`src/blpg_pkg.sv`:
```
// Package of the line pixel generator: request codes, widths and shared types.
package blpg_pkg;

	localparam int COORD_BITS_DEF = 12;
	localparam int COLOR_BITS     = 16;

	typedef enum logic {
		REQ_START   = 1'b0,
		REQ_ADVANCE = 1'b1
	} req_t;

	// Direction flags of the active line.
	typedef struct packed {
		logic x_is_major;
		logic x_dir_neg;
		logic y_dir_neg;
	} line_dir_t;

endpackage

```
`src/bresenham_line_pixel_generator.sv`:
```
// Top level of the Bresenham line pixel generator.
//
//   Channel  Direction  Handshake            Payload
//   in       sink       in_valid/in_ready    req_type, x_start, y_start, x_end, y_end,
//                                            line_color
//   out      source     out_valid/out_ready  pixel_x, pixel_y, pixel_color, last_pixel
//
// Every input transaction is handled in the cycle it is accepted: one transaction per
// clock unless the output stalls, limited by the update of the line state registers.
// A pixel appears on the output in the cycle after the advance transaction that made it.
// The output register is the only buffer; input is taken while it is empty or drained.
// A stalled output holds its pixel and blocks input until the pixel is taken.
// Reset (arst_n low) drops any active line and empties the output register.
module bresenham_line_pixel_generator #(
	parameter int COORD_BITS = blpg_pkg::COORD_BITS_DEF
) (
	input  logic                            clk,
	input  logic                            arst_n,
	input  logic                            in_valid,
	output logic                            in_ready,
	input  logic                            req_type,
	input  logic [COORD_BITS-1:0]           x_start,
	input  logic [COORD_BITS-1:0]           y_start,
	input  logic [COORD_BITS-1:0]           x_end,
	input  logic [COORD_BITS-1:0]           y_end,
	input  logic [blpg_pkg::COLOR_BITS-1:0] line_color,
	output logic                            out_valid,
	input  logic                            out_ready,
	output logic [COORD_BITS-1:0]           pixel_x,
	output logic [COORD_BITS-1:0]           pixel_y,
	output logic [blpg_pkg::COLOR_BITS-1:0] pixel_color,
	output logic                            last_pixel
);
	import blpg_pkg::*;

	localparam int EW = COORD_BITS + 3;

	// Line state. The active flag qualifies all other state registers.
	logic                   active_q;
	logic [COORD_BITS-1:0]  cur_x_q;
	logic [COORD_BITS-1:0]  cur_y_q;
	logic [COORD_BITS-1:0]  major_q;
	logic [COORD_BITS-1:0]  minor_q;
	logic signed [EW-1:0]   err_q;
	logic [COORD_BITS-1:0]  steps_q;
	line_dir_t              dir_q;
	logic [COLOR_BITS-1:0]  color_q;

	// Output register.
	logic                   out_valid_q;
	logic [COORD_BITS-1:0]  pixel_x_q;
	logic [COORD_BITS-1:0]  pixel_y_q;
	logic [COLOR_BITS-1:0]  pixel_color_q;
	logic                   last_pixel_q;

	// Setup results for a start transaction.
	line_dir_t              set_dir;
	logic [COORD_BITS-1:0]  set_major;
	logic [COORD_BITS-1:0]  set_minor;
	logic signed [EW-1:0]   set_err;

	// Step results for an advance transaction.
	logic [COORD_BITS-1:0]  nxt_x;
	logic [COORD_BITS-1:0]  nxt_y;
	logic signed [EW-1:0]   nxt_err;
	logic [COORD_BITS-1:0]  nxt_steps;
	logic                   is_last;

	logic                   accept;
	logic                   is_start;
	logic                   emit;

	blpg_setup #(.COORD_BITS(COORD_BITS)) u_setup (
		.x_start  (x_start),
		.y_start  (y_start),
		.x_end    (x_end),
		.y_end    (y_end),
		.dir      (set_dir),
		.major    (set_major),
		.minor    (set_minor),
		.err_init (set_err)
	);

	blpg_step #(.COORD_BITS(COORD_BITS)) u_step (
		.cur_x     (cur_x_q),
		.cur_y     (cur_y_q),
		.major     (major_q),
		.minor     (minor_q),
		.err       (err_q),
		.steps     (steps_q),
		.dir       (dir_q),
		.nxt_x     (nxt_x),
		.nxt_y     (nxt_y),
		.nxt_err   (nxt_err),
		.nxt_steps (nxt_steps),
		.is_last   (is_last)
	);

	// Input is taken whenever the output register is empty or being emptied.
	assign in_ready = ~out_valid_q | out_ready;
	assign accept   = in_valid & in_ready;
	assign is_start = req_type == REQ_START;
	// An advance with no active line is accepted and dropped.
	assign emit     = accept & ~is_start & active_q;

	always_ff @(posedge clk or negedge arst_n) begin
		if (!arst_n) begin
			active_q    <= 1'b0;
			out_valid_q <= 1'b0;
		end else begin
			if (accept && is_start) begin
				active_q <= 1'b1;
			end else if (emit && is_last) begin
				active_q <= 1'b0;
			end
			if (in_ready) begin
				out_valid_q <= emit;
			end
		end
	end

	// Line state payload; only meaningful while the line is active.
	always_ff @(posedge clk) begin
		if (accept && is_start) begin
			cur_x_q <= x_start;
			cur_y_q <= y_start;
			major_q <= set_major;
			minor_q <= set_minor;
			err_q   <= set_err;
			steps_q <= set_major;
			dir_q   <= set_dir;
			color_q <= line_color;
		end else if (emit && !is_last) begin
			cur_x_q <= nxt_x;
			cur_y_q <= nxt_y;
			err_q   <= nxt_err;
			steps_q <= nxt_steps;
		end
	end

	// The pixel shown is the current position, before the step.
	always_ff @(posedge clk) begin
		if (emit) begin
			pixel_x_q     <= cur_x_q;
			pixel_y_q     <= cur_y_q;
			pixel_color_q <= color_q;
			last_pixel_q  <= is_last;
		end
	end

	assign out_valid   = out_valid_q;
	assign pixel_x     = pixel_x_q;
	assign pixel_y     = pixel_y_q;
	assign pixel_color = pixel_color_q;
	assign last_pixel  = last_pixel_q;

endmodule

```
`src/blpg_setup.sv`:
```
// Line setup: deltas, step directions, major axis and initial error term.
module blpg_setup #(
	parameter int COORD_BITS = blpg_pkg::COORD_BITS_DEF
) (
	input  logic [COORD_BITS-1:0]         x_start,
	input  logic [COORD_BITS-1:0]         y_start,
	input  logic [COORD_BITS-1:0]         x_end,
	input  logic [COORD_BITS-1:0]         y_end,
	output blpg_pkg::line_dir_t           dir,
	output logic [COORD_BITS-1:0]         major,
	output logic [COORD_BITS-1:0]         minor,
	output logic signed [COORD_BITS+2:0]  err_init
);
	import blpg_pkg::*;

	localparam int EW = COORD_BITS + 3;

	logic [COORD_BITS-1:0] adx;
	logic [COORD_BITS-1:0] ady;
	logic                  x_neg;
	logic                  y_neg;
	logic                  x_maj;

	always_comb begin
		x_neg = x_end < x_start;
		y_neg = y_end < y_start;
		adx   = x_neg ? (x_start - x_end) : (x_end - x_start);
		ady   = y_neg ? (y_start - y_end) : (y_end - y_start);
		x_maj = adx >= ady;
		major = x_maj ? adx : ady;
		minor = x_maj ? ady : adx;
		dir.x_is_major = x_maj;
		dir.x_dir_neg  = x_neg;
		dir.y_dir_neg  = y_neg;
		// Twice the minor delta less the major delta.
		err_init = $signed(EW'({minor, 1'b0})) - $signed(EW'(major));
	end

endmodule

```
`src/blpg_step.sv`:
```
// One Bresenham step: next coordinates, error term and remaining count.
module blpg_step #(
	parameter int COORD_BITS = blpg_pkg::COORD_BITS_DEF
) (
	input  logic [COORD_BITS-1:0]         cur_x,
	input  logic [COORD_BITS-1:0]         cur_y,
	input  logic [COORD_BITS-1:0]         major,
	input  logic [COORD_BITS-1:0]         minor,
	input  logic signed [COORD_BITS+2:0]  err,
	input  logic [COORD_BITS-1:0]         steps,
	input  blpg_pkg::line_dir_t           dir,
	output logic [COORD_BITS-1:0]         nxt_x,
	output logic [COORD_BITS-1:0]         nxt_y,
	output logic signed [COORD_BITS+2:0]  nxt_err,
	output logic [COORD_BITS-1:0]         nxt_steps,
	output logic                          is_last
);
	import blpg_pkg::*;

	localparam int EW = COORD_BITS + 3;

	logic                  err_nonneg;
	logic                  step_x;
	logic                  step_y;
	logic signed [EW-1:0]  major2;
	logic signed [EW-1:0]  minor2;

	always_comb begin
		err_nonneg = ~err[EW-1];
		is_last    = steps == '0;
		// The major axis always moves; the minor one moves when the error is not negative.
		step_x     = dir.x_is_major | err_nonneg;
		step_y     = ~dir.x_is_major | err_nonneg;
		major2     = $signed(EW'({major, 1'b0}));
		minor2     = $signed(EW'({minor, 1'b0}));

		nxt_x = cur_x;
		if (step_x) begin
			nxt_x = dir.x_dir_neg ? (cur_x - COORD_BITS'(1)) : (cur_x + COORD_BITS'(1));
		end
		nxt_y = cur_y;
		if (step_y) begin
			nxt_y = dir.y_dir_neg ? (cur_y - COORD_BITS'(1)) : (cur_y + COORD_BITS'(1));
		end
		nxt_err   = err + minor2 - (err_nonneg ? major2 : EW'(0));
		nxt_steps = steps - COORD_BITS'(1);
	end

endmodule

```
`config.mk`:
```
export PLATFORM = sky130hd
export DESIGN_NAME = bresenham_line_pixel_generator
export DESIGN_NICKNAME = d
export VERILOG_FILES = /design/src/blpg_pkg.sv /design/src/bresenham_line_pixel_generator.sv /design/src/blpg_setup.sv /design/src/blpg_step.sv
export SDC_FILE = /design/constraint.sdc
export NUM_CORES = 1
export LEC_CHECK = 0
export ABC_AREA = 1
export BUFFER_PORTS_ARGS = -buffer_cell sky130_fd_sc_hd__buf_2
export CAP_MARGIN = 20
export CORE_AREA = 2 2 123 185
export CTS_CLUSTER_DIAMETER = 200
export DETAILED_ROUTE_END_ITERATION = 8
export DIE_AREA = 0 0 125 187
export PLACE_DENSITY = 0.68
export SKIP_CTS_REPAIR_TIMING = 1
export SLEW_MARGIN = 20
export SYNTH_ARGS = -nofsm -noshare
export SYNTH_HDL_FRONTEND = slang
export SYNTH_SLANG_ARGS = --single-unit
```
`constraint.sdc`:
```
create_clock -name clk -period 7 [get_ports clk]
set_input_delay 1.4 -clock clk [delete_from_list [all_inputs] [get_ports clk]]
set_output_delay 1.4 -clock clk [all_outputs]
set_load 0.02 [all_outputs]
```
==> results of run 1 <==
==> area by class of cell <==
cell class,instances,share of cell area
Clock inverter,15,0.0167
Timing Repair Buffer,121,0.0530
Inverter,255,0.0780
Multi-Input combinational cell,929,0.457
Tap cell,276,0.0281
Clock buffer,17,0.0347
Sequential cell,136,0.332
==> per-stage QoR <==
stage / utilization / instance area, sq um
final: 0.559 / 12300
after global routing: 0.559 / 12300
after CTS: 0.558 / 12300
after detailed placement: 0.529 / 11600
after global placement: 0.529 / 11600
after floorplan: - / 10800
==> critical path: cells and delay by family <==
kind            cells  cell delay (ns)
compound gates      4             0.42
xor+xnor            1             0.39
fa+ha+maj           4             1.23
buf+inv             6             0.60
simple gates       21             2.05
==> power breakdown <==
part	internal (mW)	leakage (nW)	total [mW]	switching, mW
Combinational	1.00	4.51	2.74	1.74
Clock	0.547	0.305	0.939	0.392
Sequential	1.16	1.28	1.24	0.0771
Total	2.71	6.10	4.92	2.21
==> metal layers <==
metal,wire (um),global-route usage
met5,0,0
met4,1210,0.120
met2,14200,0.432
met1,10200,0.254
met3,755,0.0300
==> kinds of logic (layout without fill, tap and decap cells) <==
family / Yosys count / in the layout / share of synthesized area
simple gates: 589 / 589 / 0.241
fa+ha+maj: 118 / 118 / 0.151
buf+inv: 281 / 408 / 0.102
xor+xnor: 40 / 40 / 0.0325
flops: 136 / 136 / 0.378
compound gates: 180 / 180 / 0.0936
mux: 2 / 2 / 0.00186
==> path summary, 6_finish.rpt <==
| kind | end | cells after the start | slack, ns |
|---|---|---|---|
| min in group asynchronous | out_valid | 1 | 0.74 |
| max in group asynchronous | active_q | 1 | 6.16 |
| worst max register to register | err_q[12] | 16 | 3.13 |
| worst min register to register | pixel_color[15] | 0 | 0.42 |
| worst max-delay path | err_q[13] | 36 | 1.03 |
| worst min-delay path | pixel_color[15] | 0 | 0.42 |
==> sequential cells by signal (all words and copies together), names as in the netlist <==
register and flops:
active_q 1, color_q 16, cur_x_q 12, cur_y_q 12
dir_q 3, err_q 14, last_pixel 1, major_q 12
minor_q 12, out_valid 1, pixel_color 16, pixel_x 12
pixel_y 12, steps_q 12
==> synth_stat cells (6+ instances only) <==
cell type / instances / share of area
inv_1: 250 / 0.087
nand4_1: 7 / 0.0041
nand3_2: 8 / 0.0074
clkbuf_1: 8 / 0.0028
nand2_1: 363 / 0.13
a21oi_1: 61 / 0.028
o21bai_1: 6 / 0.0042
nand3_1: 81 / 0.038
nor3_1: 6 / 0.0028
o21ai_0: 73 / 0.034
a211oi_1: 7 / 0.0049
nor2_1: 61 / 0.021
xor2_1: 24 / 0.019
nand2_2: 36 / 0.021
a31oi_1: 6 / 0.0035
ha_1: 98 / 0.11
buf_2: 10 / 0.0046
fa_1: 20 / 0.037
edfxtp_1: 134 / 0.37
xnor2_1: 16 / 0.013
==> flow_summary.ini, run 1 <==
[status]
status = complete, no violations

[drt]
wl_per_cell_um = 15.1
drc = 0
drt_iter0_drc = 479
vias_per_cell = 5.13
ant_nets = 0
routed_wl_um = 26300
first_pass_iters = 8
vias = 8975

[timing]
maxSlewViolCount = 0
relSlewSlack = 0.516
worst_slew_pin_slew_ns = 0.725
setup_viol = 0
period_minus_slack_ns = 5.97
skew_ns = 0.0112
layout_setup_ws_ns = 1.03
fmax_mhz = 167
rsz0062_at_grt = false
post-route-period-util = 0.853
worst_hold_slack_ns = 0.422
hold_viol = 0
setup_tns_ns = 0

[placement]
place_inst = 1716
hpwl_um = 21100
portBuffers = 111
pre_cts_ws_ns = 0.628
gp_congestion = 0.996

[finish]
layout.cells.non_filler = 1749
syn_to_final_growth_pct = 13.8
layout.nets = 1647
diodes = 0
final-seq-area_sq_mm = 0.00407
n_fill_cell = 2075
layout_common_cells = nand2_1 (363), inv_1 (248), edfxtp_1 (134)
final_layout_size_suffix_gt1_frac = 0.154
mostFrequentLayoutCell = nand2_1
multi_input_area_sq_mm = 0.00561

[cts]
clk_path_buf_depth = 2
cts_buffers = 17
path_clk_slew_ns = 0.07
htree_num_levels = 4
cts_tree = yes
cts_root_buf = clkbuf_16
clock_latency_ns = 0.43
clkSinkCount = 136

[critical_path]
worstReg2RegStart = err_q[14]
slowest_delay_ns = 0.41
crit_arrival_ns = 6.14
critPathCaptureType = flop
slowest_stage = fa_1
startpoint_type = primary input
path_max_fanout = 16
cp_common_cell = nand2_1
critPathKind = in -> reg
startpoint = x_end[0]
crit_required_ns = 7.16

[global_routing]
grt_max_degree = 95
antenna_found_initial = 0
grt_pass1_wl_um = 43100
grtUsageTotal = 0.232
grt_pass1_vias = 8844
grt_overflow = 0

[logic_synthesis]
syn_inst = 1346
synthDistinctLibCells = 48
synthFlopType = edfxtp_1
synth-seq-cells = 136
synth_edf_count = 134
yosys_warnings = 0
syn-mean-instance-area_sq_um = 8.01
async_reset_ff_frac = 0.0147
synth_area_sq_mm = 0.0108
ys_seq_area_frac = 0.378
syn-num-nets = 1533

[die]
die-area_sq_mm = 0.0234
die_h_um = 187
core_area_sq_mm = 0.0220
die_w_um = 125
start_util = 0.491
io_pins = 112
rows = 67

[pwr]
power_mw = 4.92
p_leak_nw = 6.10
power_density_mw_per_mm2 = 401
ir_worst_vdd_mv = 0.190

[min_path]
min_from = color_q[15]
hold_class = reg -> reg

[flow_run]
maxCapViolCount = 0
No activity file was read; power rests on OpenSTA's default activity.
==> inputs of run 2 (changes only) <==
--- a/config.mk
+++ b/config.mk
@@ -8,10 +8,10 @@
 export ABC_AREA = 1
 export BUFFER_PORTS_ARGS = -buffer_cell sky130_fd_sc_hd__buf_2
 export CAP_MARGIN = 20
-export CORE_AREA = 2 2 123 185
+export CORE_AREA = 2 2 128 179
 export CTS_CLUSTER_DIAMETER = 200
 export DETAILED_ROUTE_END_ITERATION = 8
-export DIE_AREA = 0 0 125 187
+export DIE_AREA = 0 0 130 181
 export PLACE_DENSITY = 0.68
 export SKIP_CTS_REPAIR_TIMING = 1
 export SLEW_MARGIN = 20
==> flow_summary.ini, run 2 (same netlist as run 1, synthesis figures left out) <==
[status]
status = complete, no violations

[placement]
place_inst = 1736
hpwl_um = 20500
gp_congestion = 0.994
pre_cts_ws_ns = 0.519
dpl-instance-area_sq_mm = 0.0117
portBuffers = 111

[cts]
clock_latency_ns = 0.43
cts_buffers = 17
path_clk_slew_ns = 0.06
htree_num_levels = 4
cts_tree = yes
clkSinkCount = 136
clk_path_buf_depth = 2
cts_root_buf = clkbuf_16

[finish]
layout.cells.non_filler = 1768
final_area_sq_mm = 0.0123
n_fill_cell = 2074
syn_to_final_growth_pct = 13.8
layout_common_cells = nand2_1 (363), inv_1 (249), edfxtp_1 (134)
diodes = 0
mostFrequentLayoutCell = nand2_1
final_layout_size_suffix_gt1_frac = 0.152
layout.nets = 1645

[die]
start_util = 0.493
core_area_sq_mm = 0.0219
rows = 64
io_pins = 112
die-area_sq_mm = 0.0235
die_w_um = 130
die_h_um = 181

[critical_path]
crit_required_ns = 7.17
r2r_cells = 16
critPathCaptureType = flop
path_max_fanout = 30
r2r_end = err_q[12]
startpoint = x_end[0]
crit_arrival_ns = 6.26
startpoint_type = primary input
critPathKind = in -> reg
worstReg2RegStart = err_q[14]
regToRegSetupSlack_ns = 3.17

[drt]
routed_wl_um = 25700
vias_per_cell = 4.98
ant_nets = 0
wl_per_cell_um = 14.5
vias = 8808
drt_iter0_drc = 509
drc = 0
first_pass_iters = 7

[timing]
skew_ns = 0.00813
maxSlewViolCount = 0
layout_setup_ws_ns = 0.911
setup_viol = 0
setup_tns_ns = 0
rsz0062_at_grt = false
hold_viol = 0
worst_slew_pin_slew_ns = 1.01
relSlewSlack = 0.327
post-route-period-util = 0.870
fmax_mhz = 164
period_minus_slack_ns = 6.09

[pwr]
ir_worst_vdd_mv = 0.224
power_density_mw_per_mm2 = 397
p_leak_nw = 6.09

[global_routing]
grt_pass1_vias = 8722
busiest_layer = met2
grtUsageMet1 = 0.268
grt_pass1_wl_um = 41700
grt_use_met3 = 0.0344
grt_overflow = 0
antenna_found_initial = 0
grt_max_degree = 81
grtUsageTotal = 0.228
globalRouteMet2Util = 0.410

[min_path]
hold_class = reg -> reg
hold_end = pixel_color[5]
min_from = color_q[5]
min_path_cells = 0

[flow_run]
maxCapViolCount = 0
run 2: cell types whose count changed in the layout (fill, tap and decap cells not counted), sizes merged:
cell      before  now
buf          121  119
clkbuf        17   19
clkinv         6    4
inv          261  259
bufinv         2    3
clkinvlp       1    2
run 2: area by class of cell:
class | count | area [sq um] | share of cell area
Multi-Input combinational cell | 929 | 5610 | 0.458
Sequential cell | 136 | 4070 | 0.332
Inverter | 255 | 957 | 0.0780
Timing Repair Buffer | 119 | 648 | 0.0528
Clock buffer | 19 | 433 | 0.0353
Tap cell | 297 | 372 | 0.0303
Clock inverter | 13 | 171 | 0.0140
run 2: worst max path at each step:
stage	to	slack (ns)	cells past startpoint
final	err_q[12]	0.91	28
after global routing	err_q[13]	0.49	35
after CTS	err_q[12]	0.96	28
after detailed placement	err_q[12]	0.52	28
after global placement	err_q[12]	0.61	28
after floorplan	err_q[13]	1.15	37
run 2: through the flow:
stage	power, mW	util	hold slack, ns
2_1_floorplan	3.32	-	0.400
5_1_grt	5.33	0.561	0.419
3_5_place_dp	3.94	0.534	0.405
3_3_place_gp	3.89	0.532	0.401
6_report	4.87	0.561	0.413
4_1_cts	4.89	0.561	0.416
run 2: per-layer routing:
layer	share of wire	wire length (um)	vias to the layer above
li1	-	-	4564
met4	0.030	770	0
met1	0.42	10700	4024
met2	0.52	13300	176
met5	0	0	-
met3	0.033	844	44
run 2: critical path, cell delays in order:
cell	delay, ns
buf_2	0.11
inv_1	0.05
ha_1	0.13
inv_1	0.06
fa_1	0.41
nand3_1	0.10
nand3_2	0.13
nor2b_4	0.16
nor2_4	0.35
nand2_1	0.10
a21oi_1	0.16
a21oi_2	0.05
xor2_1	0.29
ha_1	0.29
nand2_1	0.09
nor2_1	0.07
and2_1	0.13
nand2_1	0.09
nand4_2	0.09
buf_4	0.25
o21ai_0	0.57
inv_1	0.10
ha_1	0.34
a21oi_1	0.13
a21boi_0	0.30
nand4_1	0.14
nand3_1	0.10
nand2_1	0.05
run 2: power breakdown:
part	internal (mW)	leakage (nW)	total, mW	switching, mW
sequential	1.16	1.28	1.24	0.0713
clock	0.565	0.289	0.923	0.357
combinational	0.996	4.52	2.72	1.72
total	2.73	6.09	4.87	2.15
